==> src/sv/mbss_pkg.sv <==
// Shared constants, types and helpers for the masked byte signature search.
package mbss_pkg;

  localparam int MAX_PATTERN = 32;
  localparam int IMAGE_BYTES = 65536;

  localparam int CMD_W   = 2;
  localparam int IDX_W   = 5;
  localparam int BYTE_W  = 8;
  localparam int CFG_W   = 6;
  localparam int OFF_W   = 16;
  localparam int PTR_W   = (MAX_PATTERN > 1) ? $clog2(MAX_PATTERN) : 1;
  localparam int LEN_W   = $clog2(MAX_PATTERN + 1);
  localparam int CNT_W   = $clog2(IMAGE_BYTES + 1);

  typedef enum logic [CMD_W-1:0] {
    CMD_LOAD   = 2'd0,
    CMD_BYTE   = 2'd1,
    CMD_REPORT = 2'd2
  } cmd_t;

  typedef logic [PTR_W-1:0] ptr_t;
  typedef logic [LEN_W-1:0] len_t;

  typedef struct packed {
    logic              care;
    logic [BYTE_W-1:0] value;
  } pat_entry_t;

  // per-cycle commands from the controller to the cell row
  typedef struct packed {
    logic shift;
    logic clear;
    logic rotate;
    logic load;
    ptr_t ptr;
  } chain_ctrl_t;

  // zero reads as one, anything past the row as the full row
  function automatic len_t eff_len(input logic [CFG_W-1:0] v);
    len_t r;
    if (v == '0) begin
      r = len_t'(1);
    end else if (int'(v) > MAX_PATTERN) begin
      r = len_t'(MAX_PATTERN);
    end else begin
      r = len_t'(v);
    end
    return r;
  endfunction

endpackage

==> src/sv/mbss_ifs.sv <==
// Valid/ready channel interfaces for items in and results out.
interface mbss_in_if;
  logic                          valid;
  logic                          ready;
  logic [mbss_pkg::CMD_W-1:0]    cmd;
  logic [mbss_pkg::IDX_W-1:0]    entry_index;
  logic [mbss_pkg::BYTE_W-1:0]   entry_byte;
  logic                          entry_care;
  logic [mbss_pkg::BYTE_W-1:0]   image_byte;

  modport source(output valid, cmd, entry_index, entry_byte, entry_care, image_byte,
                 input ready);
  modport sink(input valid, cmd, entry_index, entry_byte, entry_care, image_byte,
               output ready);
endinterface

interface mbss_out_if;
  logic                        valid;
  logic                        ready;
  logic                        found;
  logic [mbss_pkg::OFF_W-1:0]  match_offset;

  modport source(output valid, found, match_offset, input ready);
  modport sink(input valid, found, match_offset, output ready);
endinterface

==> src/sv/mbss_cell.sv <==
// One cell: a window byte, a pattern entry and its local compare.
module mbss_cell (
  input  logic                         clk,
  input  logic                         rst_n,
  input  mbss_pkg::chain_ctrl_t        ctrl,
  input  logic                         load_sel,
  input  mbss_pkg::pat_entry_t         load_entry,
  input  logic [mbss_pkg::BYTE_W-1:0]  byte_in,
  output logic [mbss_pkg::BYTE_W-1:0]  byte_out,
  input  mbss_pkg::pat_entry_t         pat_in,
  output mbss_pkg::pat_entry_t         pat_out,
  output logic                         ok
);
  import mbss_pkg::*;

  logic [BYTE_W-1:0] win_r;
  pat_entry_t        pat_r;

  always_ff @(posedge clk) begin
    if (!rst_n) begin
      win_r <= '0;
    end else if (ctrl.clear) begin
      win_r <= '0;
    end else if (ctrl.shift) begin
      win_r <= byte_in;
    end
  end

  // pattern has no reset: unwritten entries are undefined
  always_ff @(posedge clk) begin
    if (ctrl.rotate) begin
      pat_r <= pat_in;
    end else if (load_sel) begin
      pat_r <= load_entry;
    end
  end

  // compare against the byte this cell takes on the shift
  assign ok       = !pat_r.care || (byte_in == pat_r.value);
  assign byte_out = win_r;
  assign pat_out  = pat_r;

endmodule

==> src/sv/mbss_chain.sv <==
// Row of cells: shifting byte window, rotatable pattern, match reduction.
module mbss_chain (
  input  logic                         clk,
  input  logic                         rst_n,
  input  mbss_pkg::chain_ctrl_t        ctrl,
  input  mbss_pkg::pat_entry_t         load_entry,
  input  logic [mbss_pkg::BYTE_W-1:0]  new_byte,
  input  mbss_pkg::len_t               len,
  output logic                         all_ok
);
  import mbss_pkg::*;

  logic [BYTE_W-1:0] win   [MAX_PATTERN];
  pat_entry_t        pat   [MAX_PATTERN];
  logic [MAX_PATTERN-1:0] ok;
  logic [MAX_PATTERN-1:0] act;

  for (genvar j = 0; j < MAX_PATTERN; j++) begin : g_cell
    logic [BYTE_W-1:0] bin;
    logic              sel;

    if (j == 0) begin : g_head
      assign bin = new_byte;
    end else begin : g_body
      assign bin = win[j-1];
    end

    assign sel    = ctrl.load && (ctrl.ptr == ptr_t'(j));
    assign act[j] = len_t'(j) < len;

    mbss_cell u_cell (
      .clk        (clk),
      .rst_n      (rst_n),
      .ctrl       (ctrl),
      .load_sel   (sel),
      .load_entry (load_entry),
      .byte_in    (bin),
      .byte_out   (win[j]),
      .pat_in     (pat[(j + 1) % MAX_PATTERN]),
      .pat_out    (pat[j]),
      .ok         (ok[j])
    );
  end

  // cells past the pattern length always pass
  assign all_ok = &(ok | ~act);

endmodule

==> src/sv/masked_byte_signature_search.sv <==
// Top level: masked byte signature search over a streamed byte image.
//
//  channel  | dir | handshake            | payload
//  ---------+-----+----------------------+-------------------------------------------
//  in_ch    | in  | valid/ready          | cmd, entry_index, entry_byte, entry_care,
//           |     |                      | image_byte
//  out_ch   | out | valid/ready          | found, match_offset
//  cfg_*    | in  | cfg_we (no wait)     | cfg_wdata = pattern_length
//
//  One item per cycle. A byte item shifts the window and compares all cells in
//  the same cycle; a report is registered and shows on out_ch the next cycle.
//  Input stalls only while the result register is full and not being taken,
//  and after a length write while the pattern row rotates into its new
//  alignment (one position per cycle).
//  Reset (rst_n low, synchronous) clears the window, counters, result slot and
//  sets length 1; pattern entries are undefined until loaded.
//
// Cell j holds window byte j (newest at 0) and pattern entry (a - j) mod N,
// where a = length - 1. So for every j < length, cell j lines up with the
// pattern position that the window byte of age j is compared against.
module masked_byte_signature_search (
  input  logic                          clk,
  input  logic                          rst_n,
  mbss_in_if.sink                       in_ch,
  mbss_out_if.source                    out_ch,
  input  logic                          cfg_we,
  input  logic [mbss_pkg::CFG_W-1:0]    cfg_wdata
);
  import mbss_pkg::*;

  // configuration / alignment
  len_t len_r;
  ptr_t tgt_r;     // wanted alignment: length - 1
  ptr_t algn_r;    // alignment the pattern row currently has
  ptr_t algn_nxt;
  len_t cfg_len;
  logic busy;

  // scan state
  logic [CNT_W-1:0] cnt_r;
  logic [CNT_W-1:0] cnt_inc;
  logic             hit_r;
  logic [OFF_W-1:0] off_r;

  // result slot
  logic             out_valid_r;
  logic             found_r;
  logic [OFF_W-1:0] moff_r;

  // item decode
  logic        acc;
  logic        is_load;
  logic        is_byte;
  logic        is_rep;
  logic        sat;
  logic        idx_ok;
  ptr_t        idx_p;
  ptr_t        ld_ptr;
  logic        all_ok;
  logic        hit_now;
  chain_ctrl_t ctrl;
  pat_entry_t  ld_entry;

  assign cfg_len = eff_len(cfg_wdata);
  assign busy    = (algn_r != tgt_r);

  assign in_ch.ready = !busy && (!out_valid_r || out_ch.ready);
  assign acc         = in_ch.valid && in_ch.ready;

  assign sat     = (cnt_r == CNT_W'(IMAGE_BYTES));
  assign is_load = acc && (in_ch.cmd == CMD_LOAD);
  assign is_byte = acc && (in_ch.cmd == CMD_BYTE) && !sat;
  assign is_rep  = acc && (in_ch.cmd == CMD_REPORT);

  // pattern position -> cell under the current alignment
  assign idx_ok = int'(in_ch.entry_index) < MAX_PATTERN;
  assign idx_p  = ptr_t'(in_ch.entry_index);
  assign ld_ptr = (algn_r >= idx_p) ? (algn_r - idx_p)
                                    : (algn_r + ptr_t'(MAX_PATTERN) - idx_p);

  assign algn_nxt = (algn_r == '0) ? ptr_t'(MAX_PATTERN - 1) : (algn_r - 1'b1);

  assign ld_entry.care  = in_ch.entry_care;
  assign ld_entry.value = in_ch.entry_byte;

  assign ctrl.shift  = is_byte;
  assign ctrl.clear  = is_rep;
  assign ctrl.rotate = busy;
  assign ctrl.load   = is_load && idx_ok;
  assign ctrl.ptr    = ld_ptr;

  mbss_chain u_chain (
    .clk        (clk),
    .rst_n      (rst_n),
    .ctrl       (ctrl),
    .load_entry (ld_entry),
    .new_byte   (in_ch.image_byte),
    .len        (len_r),
    .all_ok     (all_ok)
  );

  // window must lie fully inside the image
  assign cnt_inc = cnt_r + 1'b1;
  assign hit_now = is_byte && !hit_r && (cnt_inc >= CNT_W'(len_r)) && all_ok;

  always_ff @(posedge clk) begin
    if (!rst_n) begin
      len_r  <= len_t'(1);
      tgt_r  <= '0;
      algn_r <= '0;
    end else begin
      if (cfg_we) begin
        len_r <= cfg_len;
        tgt_r <= ptr_t'(cfg_len - 1'b1);
      end
      if (busy) begin
        algn_r <= algn_nxt;
      end
    end
  end

  always_ff @(posedge clk) begin
    if (!rst_n) begin
      cnt_r <= '0;
      hit_r <= 1'b0;
      off_r <= '0;
    end else if (is_rep) begin
      cnt_r <= '0;
      hit_r <= 1'b0;
      off_r <= '0;
    end else if (is_byte) begin
      cnt_r <= cnt_inc;
      if (hit_now) begin
        hit_r <= 1'b1;
        off_r <= OFF_W'(cnt_inc - CNT_W'(len_r));
      end
    end
  end

  // off_r stays zero until a hit, so no gating on found
  always_ff @(posedge clk) begin
    if (!rst_n) begin
      out_valid_r <= 1'b0;
    end else if (is_rep) begin
      out_valid_r <= 1'b1;
    end else if (out_ch.ready) begin
      out_valid_r <= 1'b0;
    end
  end

  always_ff @(posedge clk) begin
    if (is_rep) begin
      found_r <= hit_r;
      moff_r  <= off_r;
    end
  end

  assign out_ch.valid        = out_valid_r;
  assign out_ch.found        = found_r;
  assign out_ch.match_offset = moff_r;

`ifndef SYNTH
  a_busy_stalls: assert property (@(posedge clk) disable iff (!rst_n)
    busy |-> !in_ch.ready)
    else $error("item taken while pattern row rotates");

  a_rep_result: assert property (@(posedge clk) disable iff (!rst_n)
    is_rep |=> (out_ch.valid && out_ch.found == $past(hit_r)))
    else $error("report did not load the result slot");

  a_hit_clear: assert property (@(posedge clk) disable iff (!rst_n)
    $fell(hit_r) |-> $past(is_rep))
    else $error("hit state lost without a report");

  a_cnt_bound: assert property (@(posedge clk) disable iff (!rst_n)
    cnt_r <= CNT_W'(IMAGE_BYTES))
    else $error("byte count past image size");
`endif

endmodule
==> src/flat_wrapper.sv <==
// flat-port wrapper written by rule: the top's interface ports become plain ports
module masked_byte_signature_search_flat import mbss_pkg::*;
  (clk, rst_n, cfg_we, cfg_wdata, in_ch_valid, in_ch_cmd, in_ch_entry_index, in_ch_entry_byte, in_ch_entry_care, in_ch_image_byte, in_ch_ready, out_ch_valid, out_ch_found, out_ch_match_offset, out_ch_ready);
  mbss_in_if in_ch_i ();
  mbss_out_if out_ch_i ();
  input  logic clk;
  input  logic rst_n;
  input  logic cfg_we;
  input  logic [mbss_pkg::CFG_W-1:0] cfg_wdata;
  input wire logic [$bits(in_ch_i.valid)-1:0] in_ch_valid;
  input wire logic [$bits(in_ch_i.cmd)-1:0] in_ch_cmd;
  input wire logic [$bits(in_ch_i.entry_index)-1:0] in_ch_entry_index;
  input wire logic [$bits(in_ch_i.entry_byte)-1:0] in_ch_entry_byte;
  input wire logic [$bits(in_ch_i.entry_care)-1:0] in_ch_entry_care;
  input wire logic [$bits(in_ch_i.image_byte)-1:0] in_ch_image_byte;
  output wire logic [$bits(in_ch_i.ready)-1:0] in_ch_ready;
  output wire logic [$bits(out_ch_i.valid)-1:0] out_ch_valid;
  output wire logic [$bits(out_ch_i.found)-1:0] out_ch_found;
  output wire logic [$bits(out_ch_i.match_offset)-1:0] out_ch_match_offset;
  input wire logic [$bits(out_ch_i.ready)-1:0] out_ch_ready;
  assign in_ch_i.valid = in_ch_valid;
  assign in_ch_i.cmd = in_ch_cmd;
  assign in_ch_i.entry_index = in_ch_entry_index;
  assign in_ch_i.entry_byte = in_ch_entry_byte;
  assign in_ch_i.entry_care = in_ch_entry_care;
  assign in_ch_i.image_byte = in_ch_image_byte;
  assign in_ch_ready = in_ch_i.ready;
  assign out_ch_valid = out_ch_i.valid;
  assign out_ch_found = out_ch_i.found;
  assign out_ch_match_offset = out_ch_i.match_offset;
  assign out_ch_i.ready = out_ch_ready;
  masked_byte_signature_search u_core (.clk(clk), .rst_n(rst_n), .in_ch(in_ch_i), .out_ch(out_ch_i), .cfg_we(cfg_we), .cfg_wdata(cfg_wdata));
endmodule
==> config.mk <==
export PLATFORM = sky130hd
export DESIGN_NAME = masked_byte_signature_search_flat
export DESIGN_NICKNAME = d
export VERILOG_FILES = /design/src/sv/mbss_pkg.sv /design/src/sv/mbss_ifs.sv /design/src/sv/mbss_cell.sv /design/src/sv/mbss_chain.sv /design/src/sv/masked_byte_signature_search.sv /design/src/flat_wrapper.sv
export SDC_FILE = /design/constraint.sdc
export NUM_CORES = 1
export LEC_CHECK = 0
export BUFFER_PORTS_ARGS = -buffer_cell sky130_fd_sc_hd__buf_2
export CAP_MARGIN = 10
export CORE_ASPECT_RATIO = 1.1
export CORE_MARGIN = 10
export CORE_UTILIZATION = 50
export CTS_BUF_LIST = sky130_fd_sc_hd__clkbuf_8
export CTS_CLUSTER_DIAMETER = 80
export DETAILED_ROUTE_END_ITERATION = 8
export PLACE_DENSITY_LB_ADDON = 0.25
export REMOVE_ABC_BUFFERS = 1
export SLEW_MARGIN = 20
export SYNTH_ARGS = -nofsm -noshare
export SYNTH_HDL_FRONTEND = slang
export SYNTH_HIERARCHICAL = 1
export SYNTH_SLANG_ARGS = --single-unit
==> constraint.sdc <==
create_clock -name clk -period 4.2 [get_ports clk]
set_input_delay 0.21 -clock clk [delete_from_list [all_inputs] [get_ports clk]]
set_output_delay 0.21 -clock clk [all_outputs]
set_load 0.02 [all_outputs]
# --- Word-level counts from Yosys, hierarchy flattened ---
# Index checks and enable logic that the tools add are counted.
totals:
  regBits: 604
  out_inout_bits: 19
  ramBits: 0
  in_bits: 35
  wordCells: 432
  rom_bits: 0
  latch_bits: 0
  memories: 0
classes:
  mux: 69
  n_addsub: 5
  shift: 0
  multipliers: 0
  n_eq_ne: 67
  n_bitwise: 3
  n_reduce_logical: 150
  magnitude_cmp: 34
  div_mod_pow: 0
ops:
  columns: ["op", "count"]
  rows:
  - ["$mux W9", 64]
  - ["$eq A8 B8 Y1", 32]
  - ["$lt A5 B6 Y1 const A", 16]
  - ["$eq A5 B5 Y1 const B", 16]
  - ["$reduce_bool A2 Y1", 33]
  - ["$lt A4 B6 Y1 const A", 8]
  - ["$logic_and A1 B1 Y1", 41]
  - ["$eq A5 B4 Y1 const B", 8]
  - ["$logic_not A1 Y1", 36]
  - ["$logic_or A1 B1 Y1", 33]
  - ["$not A32 Y32", 1]
  - ["$or A32 B32 Y32", 1]
  - ["$reduce_and A32 Y1", 1]
  - ["$lt A3 B6 Y1 const A", 4]
  - ["$eq A5 B3 Y1 const B", 4]
  - ["$add A17 B1 Y17 const B", 1]
  - ["$eq A17 B17 Y1 const B", 1]
  - ["$ge A17 B6 Y1", 1]
  - ["$sub A16 B6 Y16", 1]
  - ["$lt A1 B6 Y1 const A", 2]
  - ["$lt A2 B6 Y1 const A", 2]
  - ["$mux W6", 2]
  - ["$eq A5 B2 Y1 const B", 2]
  - ["$logic_not A5 Y1", 2]
  - ["14 further kinds", 16]

# --- Depth between registers and ports, before layout ---
logic_depth:
  ltp_word: 10
  mapped_depth: 15
  depth_no_buf: 14

# --- Hierarchy ---
# The synthesis kept the hierarchy.
by_module_without_submodules:
  columns: ["mod", "n_inst", "seq_area_each_um2", "cells_per_inst", "area_each_um2"]
  rows:
  - ["mbss_cell", 32, 430.4, 58, 798.3]
  - ["masked_byte_signature_search", 1, 1531.5, 437, 3961.3]
  - ["mbss_chain", 1, 0.0, 136, 732.0]

# --- Worst setup path before layout ---
# No wires, ideal clock.
synth_path:
  path_type: "register to register"
  startpoint: "register u_core.algn_r[2]"
  endpoint: "register u_core.u_chain.g_cell[0].u_cell.pat_r (netlist bit u_core/u_chain/g_cell[0].u_cell/pat_out[0]) (enable)"
  setup_time_ps: 335
  path_stages_with_launch: 7
  arrival_ps: 2685
  slack_ps: 1180
  t_required_ps: 3865
  path_cell_list: "dfxtp_1 xnor2_1 nand3_1 or2_2 clkbuf_1 buf_6 or2_1"
synth_via:
  elab_chain_cells: 7
  word_cells_on_any_way: 9
  classes_between: "add/sub (1); eq/ne (1); reduce/logical (7)"
synth_lines:
  columns: ["element", "line", "rtl"]
  rows:
  - ["from (decl)", "masked_byte_signature_search.sv:34", "ptr_t algn_r;"]
  - ["from (signal assigned)", "masked_byte_signature_search.sv:117", "algn_r <= algn_nxt;"]
  - ["$ne A5 B5 Y1 (*)", "masked_byte_signature_search.sv:65", "assign busy = (algn_r != tgt_r);"]
  - ["net u_core.busy", "masked_byte_signature_search.sv:37", "logic busy;"]
  - ["$logic_not A1 Y1", "masked_byte_signature_search.sv:67", "assign in_ch.ready = !busy && (!out_valid_r || out_ch.ready);"]
  - ["$logic_and A1 B1 Y1", "masked_byte_signature_search.sv:67", null]
  - ["$logic_and A1 B1 Y1", "masked_byte_signature_search.sv:68", "assign acc = in_ch.valid && in_ch.ready;"]
  - ["$logic_and A1 B1 Y1", "masked_byte_signature_search.sv:71", "assign is_load = acc && (in_ch.cmd == CMD_LOAD);"]
  - ["$logic_and A1 B1 Y1", "mbss_chain.sv:28", "assign sel = ctrl.load && (ctrl.ptr == ptr_t'(j));"]
  - ["$reduce_bool A2 Y1 (no line) (*)", null, null]
  - ["to (signal assigned)", "mbss_cell.sv:32", "pat_r <= pat_in;"]
  - ["to (signal assigned)", "mbss_cell.sv:34", "pat_r <= load_entry;"]
  - ["to (decl)", "mbss_cell.sv:17", "pat_entry_t pat_r;"]
# The timed path passes the listed nets; every way through them passes the cells marked *.
# A chain may end at the register's enable or synchronous reset.

# --- Worst setup path in the final report ---
layout_path:
  startpoint: "register u_core.u_chain.g_cell[24].u_cell.pat_r (netlist bit u_core/u_chain/g_cell[24].u_cell/pat_out[5])"
  endpoint: "register u_core.off_r[3]"
layout_via:
  elab_chain_cells: 6
layout_lines:
  columns: ["element", "line", "rtl"]
  rows:
  - ["from (decl)", "mbss_cell.sv:17", null]
  - ["from (signal assigned)", "mbss_cell.sv:32", null]
  - ["from (signal assigned)", "mbss_cell.sv:34", null]
  - ["$eq A8 B8 Y1", "mbss_cell.sv:39", "assign ok = !pat_r.care || (byte_in == pat_r.value);"]
  - ["$logic_or A1 B1 Y1", "mbss_cell.sv:39", null]
  - ["net u_core.u_chain.ok[24]", "mbss_chain.sv:15", "logic [MAX_PATTERN-1:0] ok;"]
  - ["$or A32 B32 Y32", "mbss_chain.sv:46", "assign all_ok = &(ok | ~act);"]
  - ["$reduce_and A32 Y1", "mbss_chain.sv:46", null]
  - ["net u_core.all_ok", "masked_byte_signature_search.sv:59", "logic all_ok;"]
  - ["$logic_and A1 B1 Y1", "masked_byte_signature_search.sv:104", "assign hit_now = is_byte && !hit_r && (cnt_inc >= CNT_W'(len_r)) && all_ok;"]
  - ["$reduce_and A2 Y1 (no line)", null, null]
  - ["to (signal assigned)", "masked_byte_signature_search.sv:135", "off_r <= OFF_W'(cnt_inc - CNT_W'(len_r));"]
  - ["to (decl)", "masked_byte_signature_search.sv:43", "logic [OFF_W-1:0] off_r;"]
# The timed path passes the listed nets, and every way through them passes these cells.

==> key figures <==
Finish
  – Sequential cell area: 15,100 µm²
  – Commonest cells after routing, fill and taps aside: nor2_1, edfxtp_1, xnor2_1, dfxtp_1, mux2_4
  – Area of the multi-input gates: 13,800 µm²
  – Layout cells sized above 1: 20.9%
  – Post-Layout Inst Area: 32,700 µm²
  – Commonest non-fill, non-tap cell in the layout: nor2_1
  – Final Net Count: 2,521
  – Area Growth Syn to Fin: 9.32%
  – Fill cells: 4,921

Power
  – Pwr dens: 664 nW/µm²
  – Leak Pwr: 12.2 nW
  – Pint: 0.0152 W
  – Switching Share: 30.0%
  – VDD IR-drop max: 0.385 mV
  – Switching pwr: 0.00652 W
  – Clock power share: 23.4%
  – Comb pwr share: 31.5%
  – Seq pwr share: 45.2%

STA
  – Fin crit share: 89.3%
  – RSZ-0062 raised after global routing: false
  – Max-slew violation total from the final report: 0
  – Min cycle time layout: 3.75 ns
  – Final setup margin: 0.451 ns
  – Max_slew headroom: 30.8%
  – Final setup fails: 0
  – Max Fclk: 267 MHz
  – Tightest Pin Transition: 1.04 ns
  – Final Hold Viols: 0
  – Setup Skew: 0.0390 ns

Setup path
  – WS Path Type: reg -> reg
  – Crit path largest cell delay: 0.49 ns
  – Worst Path Required: 4.73 ns
  – Most numerous cell on the critical path: nand4_1
  – CP Cell Sequence: xnor2_1 -> nand4_1 -> o21ai_1 -> nor2b_1 -> nor4b_2 -> a211oi_1 -> nor3_1 -> nand4_1 -> nor4_2 -> nor2b_1 -> nand4_1 -> a31oi_2 -> buf_4 -> mux2i_1 -> nor2_1
  – Crit start category: register
  – Slowest stage cell, crit path: nor4_2
  – Top delay family on crit path: simple AND/OR/NAND/NOR gates
  – Crit Path Max Fanout: 22
  – Worst Path Arrival: 4.28 ns
  – Setup crit end kind: register
  – Critical path buffer and inverter count: 1

Floorplan
  – Die height: 277 µm
  – Die width: 253 µm
  – Core Area: 59,600 µm²
  – Num ports: 54
  – Die ar.: 70,100 µm²
  – Initial Util: 50.2%
  – Row count: 94

Place
  – Dpl ws: 0.497 ns
  – Cell Area, Placed: 30,600 µm²
  – # port buffers: 53
  – Dpl hpwl: 46.2 mm
  – Final GP Congestion: 0.883

Drt
  – DR vias/cell: 5.53
  – DRC viols: 0
  – Routed Antenna Nets: 0
  – Routed via count: 18,400
  – DR pass1 iterations: 5
  – Initial DRC count: 1,374
  – Final WL: 70.1 mm
  – DR WL/cell: 21.1 µm

Clocking
  – TritonCTS Buffers: 97
  – TritonCTS clock tree: done
  – Count of clock tree sinks: 604
  – Clock slew at reported path FFs: 0.06 ns
  – # Post-CTS Setup Buffers: 0
  – Clock tree buffer depth: 3
  – Clock latency on the worst-skew pair: 0.70 ns
  – Root Driver: clkbuf_8
  – H-tree levels: 3

Yosys
  – Mean Syn Cell Area: 12.5 µm²
  – Synthesized area: 29,900 µm²
  – Cells after Synth: 2,402
  – Yosys warning total: 6

Status
  – Status: finished clean

Global routing
  – Largest net degree at the start of global routing: 78
  – Vias in the first global route: 18,700
  – Antenna violations before repair: 2
  – Global-route wire length before repair: 110 mm
  – Overflow after GRT: 0
  – Total GRT Usage: 19.7%

Flow run
  – Number of max-cap violations: 0

Hold path
  – Worst hold path type: in -> reg
layer usage:
layer	up-vias	GRT usage [%]	wire length, µm
li1	8663	-	-
met1	9169	26.8	32100
met2	466	31.9	33300
met3	92	2.76	3260
met4	2	6.29	1410
met5	-	0	13
registers in the layout, indices dropped and copies added, names as in the netlist:
signal and count:
u_core/u_chain/g_cell.u_cell/pat_out 288, u_core/u_chain/g_cell.u_cell/byte_out 248, u_core/cnt_r 17, u_core/off_r 16
u_core/out_ch.match_offset 16, u_core/len_r 6, u_core/algn_r 5, u_core/tgt_r 5
u_core/hit_r 1, u_core/out_ch.found 1, u_core/out_ch.valid 1
final cells by class:
cell class / instances / share of cell area [%]
well taps: 768 / 2.93
multi-input cells: 1637 / 42.1
inverters: 32 / 0.390
flip-flops and latches: 604 / 46.3
repair buffers: 98 / 2.32
clock buffers: 119 / 5.00
diodes: 2 / 0.0153
clock inverters: 63 / 0.986
stage by stage:
step	total power [W]	hold slack, ns	utilization (%)	instances	setup TNS (ns)
floorplan	0.0158	0.299	-	2273	-3025.11
global placement	0.0165	0.419	51.3	3121	0
detailed placement	0.0166	0.416	51.3	3121	0
CTS	0.0218	0.0111	54.9	3321	0
global route	0.0227	0.0646	54.9	3322	0
finish	0.0217	0.0736	54.9	3323	0
worst paths after layout:
| check | start | endpoint | slack [ns] | depth (start not counted) |
|---|---|---|---|---|
| worst max register to register | u_core/u_chain/g_cell[24].u_cell/pat_out[5]$_DFFE_PP_ | u_core/off_r[3]$_SDFFE_PP0P_ | 0.45 | 15 |
| worst max-delay path | u_core/u_chain/g_cell[24].u_cell/pat_out[5]$_DFFE_PP_ | u_core/off_r[3]$_SDFFE_PP0P_ | 0.45 | 15 |
| worst min-delay path | cfg_wdata[2] | u_core/tgt_r[2]$_SDFFE_PN0P_ | 0.07 | 4 |
| worst min register to register | u_core/off_r[12]$_SDFFE_PP0P_ | u_core/out_ch.match_offset[12]$_DFFE_PP_ | 0.43 | 0 |
worst register-to-register path, delay by kind of cell, from the launching register on:
| kind | cells | cell delay [ns] |
|---|---|---|
| flip-flops | 1 | 0.40 |
| XOR/XNOR | 1 | 0.18 |
| multiplexers | 1 | 0.26 |
| AND/OR/NAND/NOR | 9 | 1.80 |
| AO/OA/AOI/OAI | 3 | 0.64 |
| buffers and inverters | 1 | 0.30 |
power by group through the flow:
| stage | clock [W] | sequential (W) | combinational (W) |
|---|---|---|---|
| after global placement | 0 | 0.00986 | 0.00663 |
| after detailed placement | 0 | 0.00989 | 0.00673 |
| final | 0.00507 | 0.00982 | 0.00684 |
| after floorplan | 0 | 0.00946 | 0.00631 |
| after global routing | 0.00546 | 0.00999 | 0.00723 |
| after CTS | 0.00518 | 0.00980 | 0.00681 |
repair_timing:
action                                 CTS  global route
hold buffers                            18             0
endpoints found under the hold margin   23             0
gates resized for setup                  0             0
No activity file was read; power rests on OpenSTA's default activity.
